### src/rtl/core/assert_macros.svh
// Assertion macros shared by the RTL that carries checks.
// No dependencies; include by bare file name.
`ifndef ASSERT_MACROS_SVH
`define ASSERT_MACROS_SVH

// Same-cycle implication, disabled while reset is low
`define ASSERT_SAME(label, clk, rst_n, ante, cons) \
    label: assert property (@(posedge clk) disable iff (!rst_n) (ante) |-> (cons)) \
        else $error("same-cycle check failed");

// Next-cycle implication, disabled while reset is low
`define ASSERT_NEXT(label, clk, rst_n, ante, cons) \
    label: assert property (@(posedge clk) disable iff (!rst_n) (ante) |=> (cons)) \
        else $error("next-cycle check failed");

`endif

### src/rtl/core/m8alu_pkg.sv
// Shared types and codes for the 8-bit ALU with status flags.
// No dependencies.
package m8alu_pkg;

    // Operation codes
    typedef enum logic [4:0] {
        ACT_ADD   = 5'd0,
        ACT_ADC   = 5'd1,
        ACT_SUB   = 5'd2,
        ACT_SBC   = 5'd3,
        ACT_CP    = 5'd4,
        ACT_CPC   = 5'd5,
        ACT_AND   = 5'd6,
        ACT_OR    = 5'd7,
        ACT_EOR   = 5'd8,
        ACT_COM   = 5'd9,
        ACT_NEG   = 5'd10,
        ACT_INC   = 5'd11,
        ACT_DEC   = 5'd12,
        ACT_LSR   = 5'd13,
        ACT_ASR   = 5'd14,
        ACT_ROR   = 5'd15,
        ACT_SWAP  = 5'd16,
        ACT_ADIW  = 5'd17,
        ACT_SBIW  = 5'd18,
        ACT_MUL   = 5'd19,
        ACT_MULS  = 5'd20,
        ACT_MULSU = 5'd21,
        ACT_FMUL  = 5'd22,
        ACT_BST   = 5'd23,
        ACT_BLD   = 5'd24,
        ACT_MOV   = 5'd25
    } t_action;

    // Status byte bit positions
    localparam int unsigned FLAG_C = 0;
    localparam int unsigned FLAG_Z = 1;
    localparam int unsigned FLAG_N = 2;
    localparam int unsigned FLAG_V = 3;
    localparam int unsigned FLAG_S = 4;
    localparam int unsigned FLAG_H = 5;
    localparam int unsigned FLAG_T = 6;
    localparam int unsigned FLAG_I = 7;

    // Input beat
    typedef struct packed {
        logic [4:0]  action;
        logic [15:0] operand_a;
        logic [7:0]  operand_b;
        logic [2:0]  bit_select;
        logic [7:0]  status_in;
    } t_alu_in;

    // Result beat
    typedef struct packed {
        logic [15:0] result;
        logic [7:0]  status_out;
        logic        write_back;
        logic        result_is_word;
    } t_alu_out;

endpackage

### src/rtl/core/m8alu_exec.sv
// Single-pass ALU datapath: result, status byte and write controls.
// Depends on m8alu_pkg.
module m8alu_exec (
    input  m8alu_pkg::t_alu_in  i_cmd,
    output m8alu_pkg::t_alu_out o_rsp
);

    logic [7:0]  a;
    logic [7:0]  b;
    logic        cin;
    logic [8:0]  mul_a;
    logic [8:0]  mul_b;
    logic [17:0] prod;
    logic        a_signed;
    logic        b_signed;

    assign a   = i_cmd.operand_a[7:0];
    assign b   = i_cmd.operand_b;
    assign cin = i_cmd.status_in[m8alu_pkg::FLAG_C];

    // Share one signed 9x9 multiplier across the four multiply forms
    assign a_signed = (i_cmd.action == m8alu_pkg::ACT_MULS)
                   || (i_cmd.action == m8alu_pkg::ACT_MULSU);
    assign b_signed = (i_cmd.action == m8alu_pkg::ACT_MULS);
    assign mul_a    = {a_signed & a[7], a};
    assign mul_b    = {b_signed & b[7], b};
    assign prod     = 18'($signed(mul_a) * $signed(mul_b));

    // Rebuild N, Z, V, S from a byte result
    function automatic logic [7:0] nzvs8(input logic [7:0] st, input logic [7:0] r,
                                         input logic v);
        logic [7:0] s;
        begin
            s = st;
            s[m8alu_pkg::FLAG_N] = r[7];
            s[m8alu_pkg::FLAG_Z] = (r == 8'h00);
            s[m8alu_pkg::FLAG_V] = v;
            s[m8alu_pkg::FLAG_S] = r[7] ^ v;
            return s;
        end
    endfunction

    // Decode and evaluate the operation
    always_comb begin
        logic [7:0]  r8;
        logic [15:0] r16;
        logic [7:0]  st;
        logic [7:0]  cy;
        logic [7:0]  mask;
        logic        v;
        logic        carry_in;
        logic        wb;
        logic        word;

        r8       = 8'h00;
        r16      = 16'h0000;
        st       = i_cmd.status_in;
        cy       = 8'h00;
        v        = 1'b0;
        wb       = 1'b1;
        word     = 1'b0;
        mask     = 8'h01 << i_cmd.bit_select;
        carry_in = cin && ((i_cmd.action == m8alu_pkg::ACT_ADC)
                        || (i_cmd.action == m8alu_pkg::ACT_SBC)
                        || (i_cmd.action == m8alu_pkg::ACT_CPC));

        case (i_cmd.action)
            m8alu_pkg::ACT_ADD, m8alu_pkg::ACT_ADC: begin
                r8 = a + b + {7'd0, carry_in};
                cy = (a & b) | (b & ~r8) | (~r8 & a);
                v  = (a[7] & b[7] & ~r8[7]) | (~a[7] & ~b[7] & r8[7]);
                st = nzvs8(st, r8, v);
                st[m8alu_pkg::FLAG_C] = cy[7];
                st[m8alu_pkg::FLAG_H] = cy[3];
            end
            m8alu_pkg::ACT_SUB, m8alu_pkg::ACT_CP,
            m8alu_pkg::ACT_SBC, m8alu_pkg::ACT_CPC: begin
                r8 = a - b - {7'd0, carry_in};
                cy = (~a & b) | (b & r8) | (r8 & ~a);
                v  = (a[7] & ~b[7] & ~r8[7]) | (~a[7] & b[7] & r8[7]);
                st = nzvs8(st, r8, v);
                st[m8alu_pkg::FLAG_C] = cy[7];
                st[m8alu_pkg::FLAG_H] = cy[3];
                // Carry forms keep Z only if it was already set
                if ((i_cmd.action == m8alu_pkg::ACT_SBC)
                    || (i_cmd.action == m8alu_pkg::ACT_CPC)) begin
                    st[m8alu_pkg::FLAG_Z] = st[m8alu_pkg::FLAG_Z]
                                          & i_cmd.status_in[m8alu_pkg::FLAG_Z];
                end
                wb = (i_cmd.action != m8alu_pkg::ACT_CP)
                  && (i_cmd.action != m8alu_pkg::ACT_CPC);
            end
            m8alu_pkg::ACT_AND: begin
                r8 = a & b;
                st = nzvs8(st, r8, 1'b0);
            end
            m8alu_pkg::ACT_OR: begin
                r8 = a | b;
                st = nzvs8(st, r8, 1'b0);
            end
            m8alu_pkg::ACT_EOR: begin
                r8 = a ^ b;
                st = nzvs8(st, r8, 1'b0);
            end
            m8alu_pkg::ACT_COM: begin
                r8 = ~a;
                st = nzvs8(st, r8, 1'b0);
                st[m8alu_pkg::FLAG_C] = 1'b1;
            end
            m8alu_pkg::ACT_NEG: begin
                r8 = 8'h00 - a;
                st = nzvs8(st, r8, r8 == 8'h80);
                st[m8alu_pkg::FLAG_C] = (r8 != 8'h00);
                st[m8alu_pkg::FLAG_H] = r8[3] | a[3];
            end
            m8alu_pkg::ACT_INC: begin
                r8 = a + 8'h01;
                st = nzvs8(st, r8, r8 == 8'h80);
            end
            m8alu_pkg::ACT_DEC: begin
                r8 = a - 8'h01;
                st = nzvs8(st, r8, r8 == 8'h7F);
            end
            m8alu_pkg::ACT_LSR, m8alu_pkg::ACT_ASR, m8alu_pkg::ACT_ROR: begin
                // Top bit: zero, sign, or incoming carry
                if (i_cmd.action == m8alu_pkg::ACT_LSR) begin
                    r8 = {1'b0, a[7:1]};
                end else if (i_cmd.action == m8alu_pkg::ACT_ASR) begin
                    r8 = {a[7], a[7:1]};
                end else begin
                    r8 = {cin, a[7:1]};
                end
                st = nzvs8(st, r8, r8[7] ^ a[0]);
                st[m8alu_pkg::FLAG_C] = a[0];
            end
            m8alu_pkg::ACT_SWAP: begin
                r8 = {a[3:0], a[7:4]};
            end
            m8alu_pkg::ACT_ADIW, m8alu_pkg::ACT_SBIW: begin
                word = 1'b1;
                if (i_cmd.action == m8alu_pkg::ACT_ADIW) begin
                    r16 = i_cmd.operand_a + {8'h00, b};
                    v   = ~i_cmd.operand_a[15] & r16[15];
                    st[m8alu_pkg::FLAG_C] = i_cmd.operand_a[15] & ~r16[15];
                end else begin
                    r16 = i_cmd.operand_a - {8'h00, b};
                    v   = i_cmd.operand_a[15] & ~r16[15];
                    st[m8alu_pkg::FLAG_C] = ~i_cmd.operand_a[15] & r16[15];
                end
                st[m8alu_pkg::FLAG_Z] = (r16 == 16'h0000);
                st[m8alu_pkg::FLAG_N] = r16[15];
                st[m8alu_pkg::FLAG_V] = v;
                st[m8alu_pkg::FLAG_S] = r16[15] ^ v;
            end
            m8alu_pkg::ACT_MUL, m8alu_pkg::ACT_MULS, m8alu_pkg::ACT_MULSU: begin
                word = 1'b1;
                r16  = prod[15:0];
                st[m8alu_pkg::FLAG_C] = r16[15];
                st[m8alu_pkg::FLAG_Z] = (r16 == 16'h0000);
            end
            m8alu_pkg::ACT_FMUL: begin
                // Carry comes from the product before the shift
                word = 1'b1;
                r16  = {prod[14:0], 1'b0};
                st[m8alu_pkg::FLAG_C] = prod[15];
                st[m8alu_pkg::FLAG_Z] = (r16 == 16'h0000);
            end
            m8alu_pkg::ACT_BST: begin
                st[m8alu_pkg::FLAG_T] = a[i_cmd.bit_select];
                wb = 1'b0;
            end
            m8alu_pkg::ACT_BLD: begin
                r8 = i_cmd.status_in[m8alu_pkg::FLAG_T] ? (a | mask) : (a & ~mask);
            end
            m8alu_pkg::ACT_MOV: begin
                r8 = b;
            end
            default: begin
                wb = 1'b0;
            end
        endcase

        o_rsp.result         = word ? r16 : {8'h00, r8};
        o_rsp.status_out     = st;
        o_rsp.write_back     = wb;
        o_rsp.result_is_word = word;
    end

endmodule

### src/rtl/core/mcu8_alu_with_status_flags.sv
// Top level of the 8-bit ALU with status flags: input and result registers.
// Depends on m8alu_pkg, m8alu_exec and assert_macros.svh.
//
// Usage:
//   Command channel: drive i_cmd and raise start; the beat is taken at the
//   rising edge where start is high and busy is low. busy is low whenever
//   reset is released, so a new command may be issued every cycle.
//   Result channel: o_done is high for exactly one cycle with o_rsp valid;
//   the receiver takes it at the edge that ends that cycle and cannot stall.
//   Path: an accepted beat passes through the input register, one pass of
//   ALU logic and the result register before the receiver takes the result.
//   Throughput: 1 command per cycle, set by the single ALU pass between the
//   two registers; the slowest path is the 9x9 multiplier.
//   Reset: synchronous, active low; clears both valid bits, so any command
//   in flight is dropped and no result appears until a new start. busy is
//   high while reset is asserted.
`include "assert_macros.svh"

module mcu8_alu_with_status_flags (
    input  logic                i_clk,
    input  logic                i_rst_n,
    input  logic                start,
    output logic                busy,
    input  m8alu_pkg::t_alu_in  i_cmd,
    output logic                o_done,
    output m8alu_pkg::t_alu_out o_rsp
);

    m8alu_pkg::t_alu_in  r_in;
    m8alu_pkg::t_alu_in  n_in;
    logic                r_in_vld;
    logic                n_in_vld;
    m8alu_pkg::t_alu_out r_out;
    m8alu_pkg::t_alu_out n_out;
    logic                r_done;
    logic                n_done;
    m8alu_pkg::t_alu_out exec_rsp;

    // Accept a beat every cycle outside reset
    assign busy = ~i_rst_n;

    // Advance the two stages
    always_comb begin
        n_in_vld = start & ~busy;
        n_in     = i_cmd;
        n_done   = r_in_vld;
        n_out    = exec_rsp;
    end

    m8alu_exec u_exec (
        .i_cmd (r_in),
        .o_rsp (exec_rsp)
    );

    // Valid bits
    always_ff @(posedge i_clk) begin
        if (!i_rst_n) begin
            r_in_vld <= 1'b0;
            r_done   <= 1'b0;
        end else begin
            r_in_vld <= n_in_vld;
            r_done   <= n_done;
        end
    end

    // Payload registers
    always_ff @(posedge i_clk) begin
        r_in  <= n_in;
        r_out <= n_out;
    end

    assign o_done = r_done;
    assign o_rsp  = r_out;

    // Checks
    `ASSERT_NEXT(a_accept_loads, i_clk, i_rst_n, start && !busy, r_in_vld)
    `ASSERT_NEXT(a_stage_to_done, i_clk, i_rst_n, r_in_vld, o_done)
    `ASSERT_SAME(a_word_writes, i_clk, i_rst_n, o_done && o_rsp.result_is_word, o_rsp.write_back)
    `ASSERT_SAME(a_i_flag_kept, i_clk, i_rst_n, o_done, o_rsp.status_out[7] == $past(r_in.status_in[7]))

endmodule
### config.mk
export PLATFORM = sky130hd
export DESIGN_NAME = mcu8_alu_with_status_flags
export DESIGN_NICKNAME = d
export VERILOG_FILES = /design/src/rtl/core/m8alu_pkg.sv /design/src/rtl/core/m8alu_exec.sv /design/src/rtl/core/mcu8_alu_with_status_flags.sv
export VERILOG_INCLUDE_DIRS = /design/src /design/src/rtl/core
export SDC_FILE = /design/constraint.sdc
export NUM_CORES = 1
export LEC_CHECK = 0
export BUFFER_PORTS_ARGS = -buffer_cell sky130_fd_sc_hd__buf_2
export CAP_MARGIN = 40
export CORE_UTILIZATION = 48
export DETAILED_ROUTE_END_ITERATION = 6
export PLACE_DENSITY = 0.74
export SLEW_MARGIN = 15
export SYNTH_ARGS = -nofsm -noshare
export SYNTH_HDL_FRONTEND = slang
export SYNTH_SLANG_ARGS = --single-unit
### constraint.sdc
create_clock -name i_clk -period 12.8 [get_ports i_clk]
set_input_delay 3.2 -clock i_clk [delete_from_list [all_inputs] [get_ports i_clk]]
set_output_delay 3.2 -clock i_clk [all_outputs]
set_load 0.05 [all_outputs]
==> Yosys cells after proc, flatten, opt, wreduce, memory -nomap -nowiden <==
Index checks and enable logic that the tools add are counted.
{ "word_totals": {"register_bits": 68, "wordCells": 155, "input_bits": 43, "output_inout_bits": 28} }
{ "op_classes": {"n_mux": 21, "bitwise_logic": 52, "n_eq_ne": 30, "n_lt_le_gt_ge": 1, "n_shift": 1, "n_reduce_logical": 28, "n_addsub": 9, "n_mul": 1} }
{ "ops": {"columns": ["cell", "n"], "rows": [
  ["$pmux W8 S13", 1],
  ["$logic_not A8 Y1", 10],
  ["$and A8 B8 Y8", 7],
  ["$eq A5 B5 Y1 const B", 10],
  ["$or A8 B8 Y8", 6],
  ["$pmux W16 S3", 1],
  ["$eq A5 B4 Y1 const B", 8],
  ["$mux W8", 5],
  ["$pmux W3 S11", 1],
  ["$logic_not A16 Y1", 2],
  ["$mux W16", 2],
  ["$pmux W2 S13", 1],
  ["$not A8 Y8", 3],
  ["$reduce_or A21 Y1", 1],
  ["$eq A5 B3 Y1 const B", 4],
  ["$add A16 B8 Y16", 1],
  ["$and A1 B1 Y1", 16],
  ["$eq A8 B8 Y1 const B", 2],
  ["$mul A9 B9 Y16", 1],
  ["$sub A16 B8 Y16", 1],
  ["$logic_not A15 Y1", 1],
  ["$eq A5 B2 Y1 const B", 2],
  ["$ne A5 B3 Y1 const B", 2],
  ["$add A8 B1 Y8", 1],
  ["other kinds (26)", 54]
]} }

==> Longest topological paths before layout <==
{ "logic_depth": {"ltp_word": 10, "ltp_mapped": 23, "mapped_depth_nobuf": 22} }

==> Cells and area by module <==
Synthesis repeated with hierarchy kept, for this count alone.
{ "unflattened": {"hier_cells": 1035, "area_unflattened_um2": 8510.7} }
{ "by_module_without_submodules": {"columns": ["mod", "seq_area_each_um2", "area_each_um2", "cells_per_inst", "instances"], "rows": [
  ["m8alu_exec", 0.0, 7133.1, 964, 1],
  ["mcu8_alu_with_status_flags", 1361.3, 1377.6, 71, 1]
]} }

==> Least setup slack after synthesis <==
No wires, ideal clock.
{ "synth_timing": {"kind": "input-to-output", "startpoint": "in i_rst_n", "endpoint": "out busy", "arrival_time_ns": 3.496, "t_required_ns": 9.600, "n_path_buf": 0, "path_slack_ns": 6.104, "stages": 1, "path_cell_list": "inv_1"} }
{ "synth_via": {"elab_chain_len": 1} }
{ "synth_rtl": {"columns": ["item", "line", "rtl"], "rows": [
  ["start: declaration", "mcu8_alu_with_status_flags.sv:21", "input logic i_rst_n,"],
  ["$not A1 Y1", "mcu8_alu_with_status_flags.sv:40", "assign busy = ~i_rst_n;"],
  ["end: declaration", "mcu8_alu_with_status_flags.sv:23", "output logic busy,"]
]} }
Every way passes these cells.

==> Worst setup path in the final report <==
Same ends and word-level chain as after synthesis.

==> run metrics <==
clock latency on the worst-skew pair=0.35 ns; crit path to=busy; reg-to-reg startpoint=r_in[37]; maximum fanout along the worst path=3; Post-DRT Antenna Nets=0; Port Buffers=70; Pre-antenna DRT Iters=7; Setup TNS=0 ns; die width=approximately 130 µm; first-pass GRT wire length=between 40000 and 50000 µm; Synth Flop Type=dfxtp_1; total number of vias=8260; Worst setup SP type=input pin; Tmin final=6.792 ns; GR Layer Usage met2=0.5052; Cells after Synth=roughly 1000; WP data required=between 9 and 10 ns; worst reg-to-reg path cell count=20; violated checks=design-rule violations; leakage=between 0.004 and 0.005 µW; die footprint=about 18000 µm²; Synth Net Count=about 1200; CP Class=in2out; core area=approximately 17000 µm²; DRC Markers=8; ant diodes=0; total track usage=0.3408; Initial Util=0.4959; Top Usage Layer GRT=met2; synth unique cells=80; largest net degree at the start of global routing=33; CP top delay family=buffers and inverters; Final Cycle Share=0.5306; max incr delay on CP=between 0.2 and 0.25 ns; dpl hpwl=between 20000 and 25000 µm; top cell type's share of synthesized area=0.1710; WP data arrival=around 3.6 ns; status=finished, violations left; Final Slew Violations=0; vias in the first global route=about 7900; CTS tree=yes; WL/cell=22.77 µm; register area share after synthesis=0.1638; worst hold path type=reg2reg; initial antenna violation count=1; drt total wl=29500 µm; routability cong.=1.007; Clock Skews=about 0.011 ns; fraction of layout cells with a size suffix above 1=0.1143; RSZ-0062 raised after global routing=false; hold_sp=r_in[7]; CP max stage cell=buf_2; worst reg2reg setup slack=~6.1 ns; crit path buf inv count=3; Ys Warns=0; Final nets=about 1300; Via density=~6.4; Post-CTS Setup Repair Bufs=0; # IOs=71; Slew Limit Headroom=0.3408; Pwr Density=approximately 130 nW/µm²; sequence of cells on the critical path=buf_2, inv_1, buf_2; Avg Cell Area, Syn=8.109 µm²; Layout fillers=1629; Rows=between 40 and 50; Clock Tree Buf Depth=2; Root Driver=clkbuf_16; synthesized flop and latch total=68; hold buffers post-CTS=0; synth top area cells=fa_1 17%, dfxtp_1 16%, ha_1 12%; maxcap violations=0; final-report hold violation count=0; Mapped Area=8312 µm²; slew of the pin with the lowest slew margin=a little under 1 ns; final core utilization=0.5477; Die Y=roughly 130 µm; Levels on crit path=3; RR Endpoint=o_rsp[3]; leading area contributor after synthesis=fa_1; Reg clk slew, reported paths=0.06 ns; Post-CTS Resized=0; GR Util met1=0.4521; VDD IR-drop max=approximately 0.10 mV; Inserted Clock Buffers=9; EDFF count, synth=0; Final setup viols=0; area grow syn2layout=10.43%; Top cell by count, worst path=buf_2; met3 GRT Util=0.09399; Sinks on Clock Net=68; Max Freq=between 100 and 150 MHz; critical path capture point type=output port; 1st-iter DRT viols=about 960; H-tree depth=3; crit path launch=i_rst_n; grt ovf=0; fraction of registers with async set/reset=0
[layer usage]
metal,vias to the layer above,part of all wire
li1,3662,-
met1,3925,0.40
met2,545,0.43
met3,126,0.12
met4,2,0.049
met5,-,0.00037
[worst min-delay path by stage]
stage,to,depth (start not counted)
final,o_rsp[9],0
after global routing,o_rsp[9],0
after CTS,o_rsp[9],0
after detailed placement,o_rsp[9],0
after global placement,o_rsp[9],0
after floorplan,o_rsp[9],0
[cells in the mapped netlist, types with 5 or more instances]
library cell and instances:
ha_1 80, nor2b_1 11, a211oi_1 9, a31oi_1 8, o221ai_1 10, or3_1 7
nor2_1 98, nor3_1 20, o22ai_1 14, o31ai_1 8, clkbuf_1 34, a22oi_1 10
o211ai_1 11, a21oi_1 51, nand4_1 17, mux2i_1 10, and2_1 9, xor2_1 5
nand3_1 27, xnor2_1 41, nand2_1 88, clkinv_1 8, a221oi_1 8, nor4_1 13
buf_2 9, inv_1 109, and3_1 9, dfxtp_1 68, o2111ai_1 5, or4_1 6
o21a_1 8, nand3b_1 5, o21ai_0 42, fa_1 71, nand2b_1 11
[placed cells by master, fill, tap and decap left out, types with 5 or more instances in the layout]
| master | synthesis | routed |
|---|---|---|
| nor2b_1 | 11 | 11 |
| fa_1 | 71 | 71 |
| nand2_1 | 88 | 88 |
| and2_1 | 9 | 9 |
| a221oi_1 | 8 | 8 |
| o221ai_1 | 10 | 10 |
| ha_1 | 80 | 80 |
| inv_1 | 109 | 109 |
| a21oi_1 | 51 | 51 |
| o21a_1 | 8 | 8 |
| nor2_1 | 98 | 98 |
| clkinv_1 | 8 | 8 |
| dfxtp_1 | 68 | 68 |
| mux2i_1 | 10 | 10 |
| nor4_1 | 13 | 13 |
| a211oi_1 | 9 | 9 |
| nor3_1 | 20 | 20 |
| nand2b_1 | 11 | 11 |
| o21ai_0 | 42 | 42 |
| a22oi_1 | 10 | 10 |
| xor2_1 | 5 | 5 |
| o31ai_1 | 8 | 8 |
| a31oi_1 | 8 | 8 |
| nand3_1 | 27 | 27 |
| nand3b_1 | 5 | 5 |
| o211ai_1 | 11 | 11 |
| buf_2 | 9 | 70 |
| and3_1 | 9 | 9 |
| o22ai_1 | 14 | 14 |
| or3_1 | 7 | 7 |
| clkbuf_16 | 0 | 9 |
| o2111ai_1 | 5 | 5 |
| nand4_1 | 17 | 17 |
| buf_4 | 4 | 15 |
| xnor2_1 | 41 | 41 |
| or4_1 | 6 | 6 |
[through the flow]
stage,cell area [µm²],hold WS [ns],worst slack (ns),cells,total power [µW]
3_3_place_gp,8825,0.3097,6.006,1279,832.8
3_5_place_dp,8828,0.3234,6.010,1280,845.7
6_report,9179,0.3329,6.008,1296,1158
5_1_grt,9179,0.3417,5.859,1296,1230
4_1_cts,9179,0.3374,6.007,1296,1149
2_1_floorplan,8312,0.3096,6.104,1025,688.4
[cells by family after synthesis]
group,after synthesis,synth area share
multiplexers,13,0.01882
flip-flops,68,0.1638
XOR/XNOR,46,0.04847
AO/OA/AOI/OAI,228,0.1861
adder cells (fa/ha/maj),151,0.2914
AND/OR/NAND/NOR,349,0.2106
buffers and inverters,170,0.08084
[cell type report]
cell class                      instances  area (µm²)  share of cell area
Multi-Input combinational cell        787        6279              0.6840
Sequential cell                        68        1361              0.1483
Timing Repair Buffer                   86       466.7             0.05085
Inverter                              119       446.7             0.04866
Tap cell                              220       275.3             0.02999
Clock buffer                           10       239.0             0.02604
Clock inverter                          6       111.4             0.01213
[power by group]
part	internal, µW	switching (µW)
sequential	234	18.4
combinational	219	389
clock	196	103
[sequential cells by signal, indices dropped and copies added, names as in the netlist]
| register | flops |
|---|---|
| n_done | 1 |
| r_in | 40 |
| o_rsp | 26 |
| o_done | 1 |
Power figures use the tool's default switching activity.
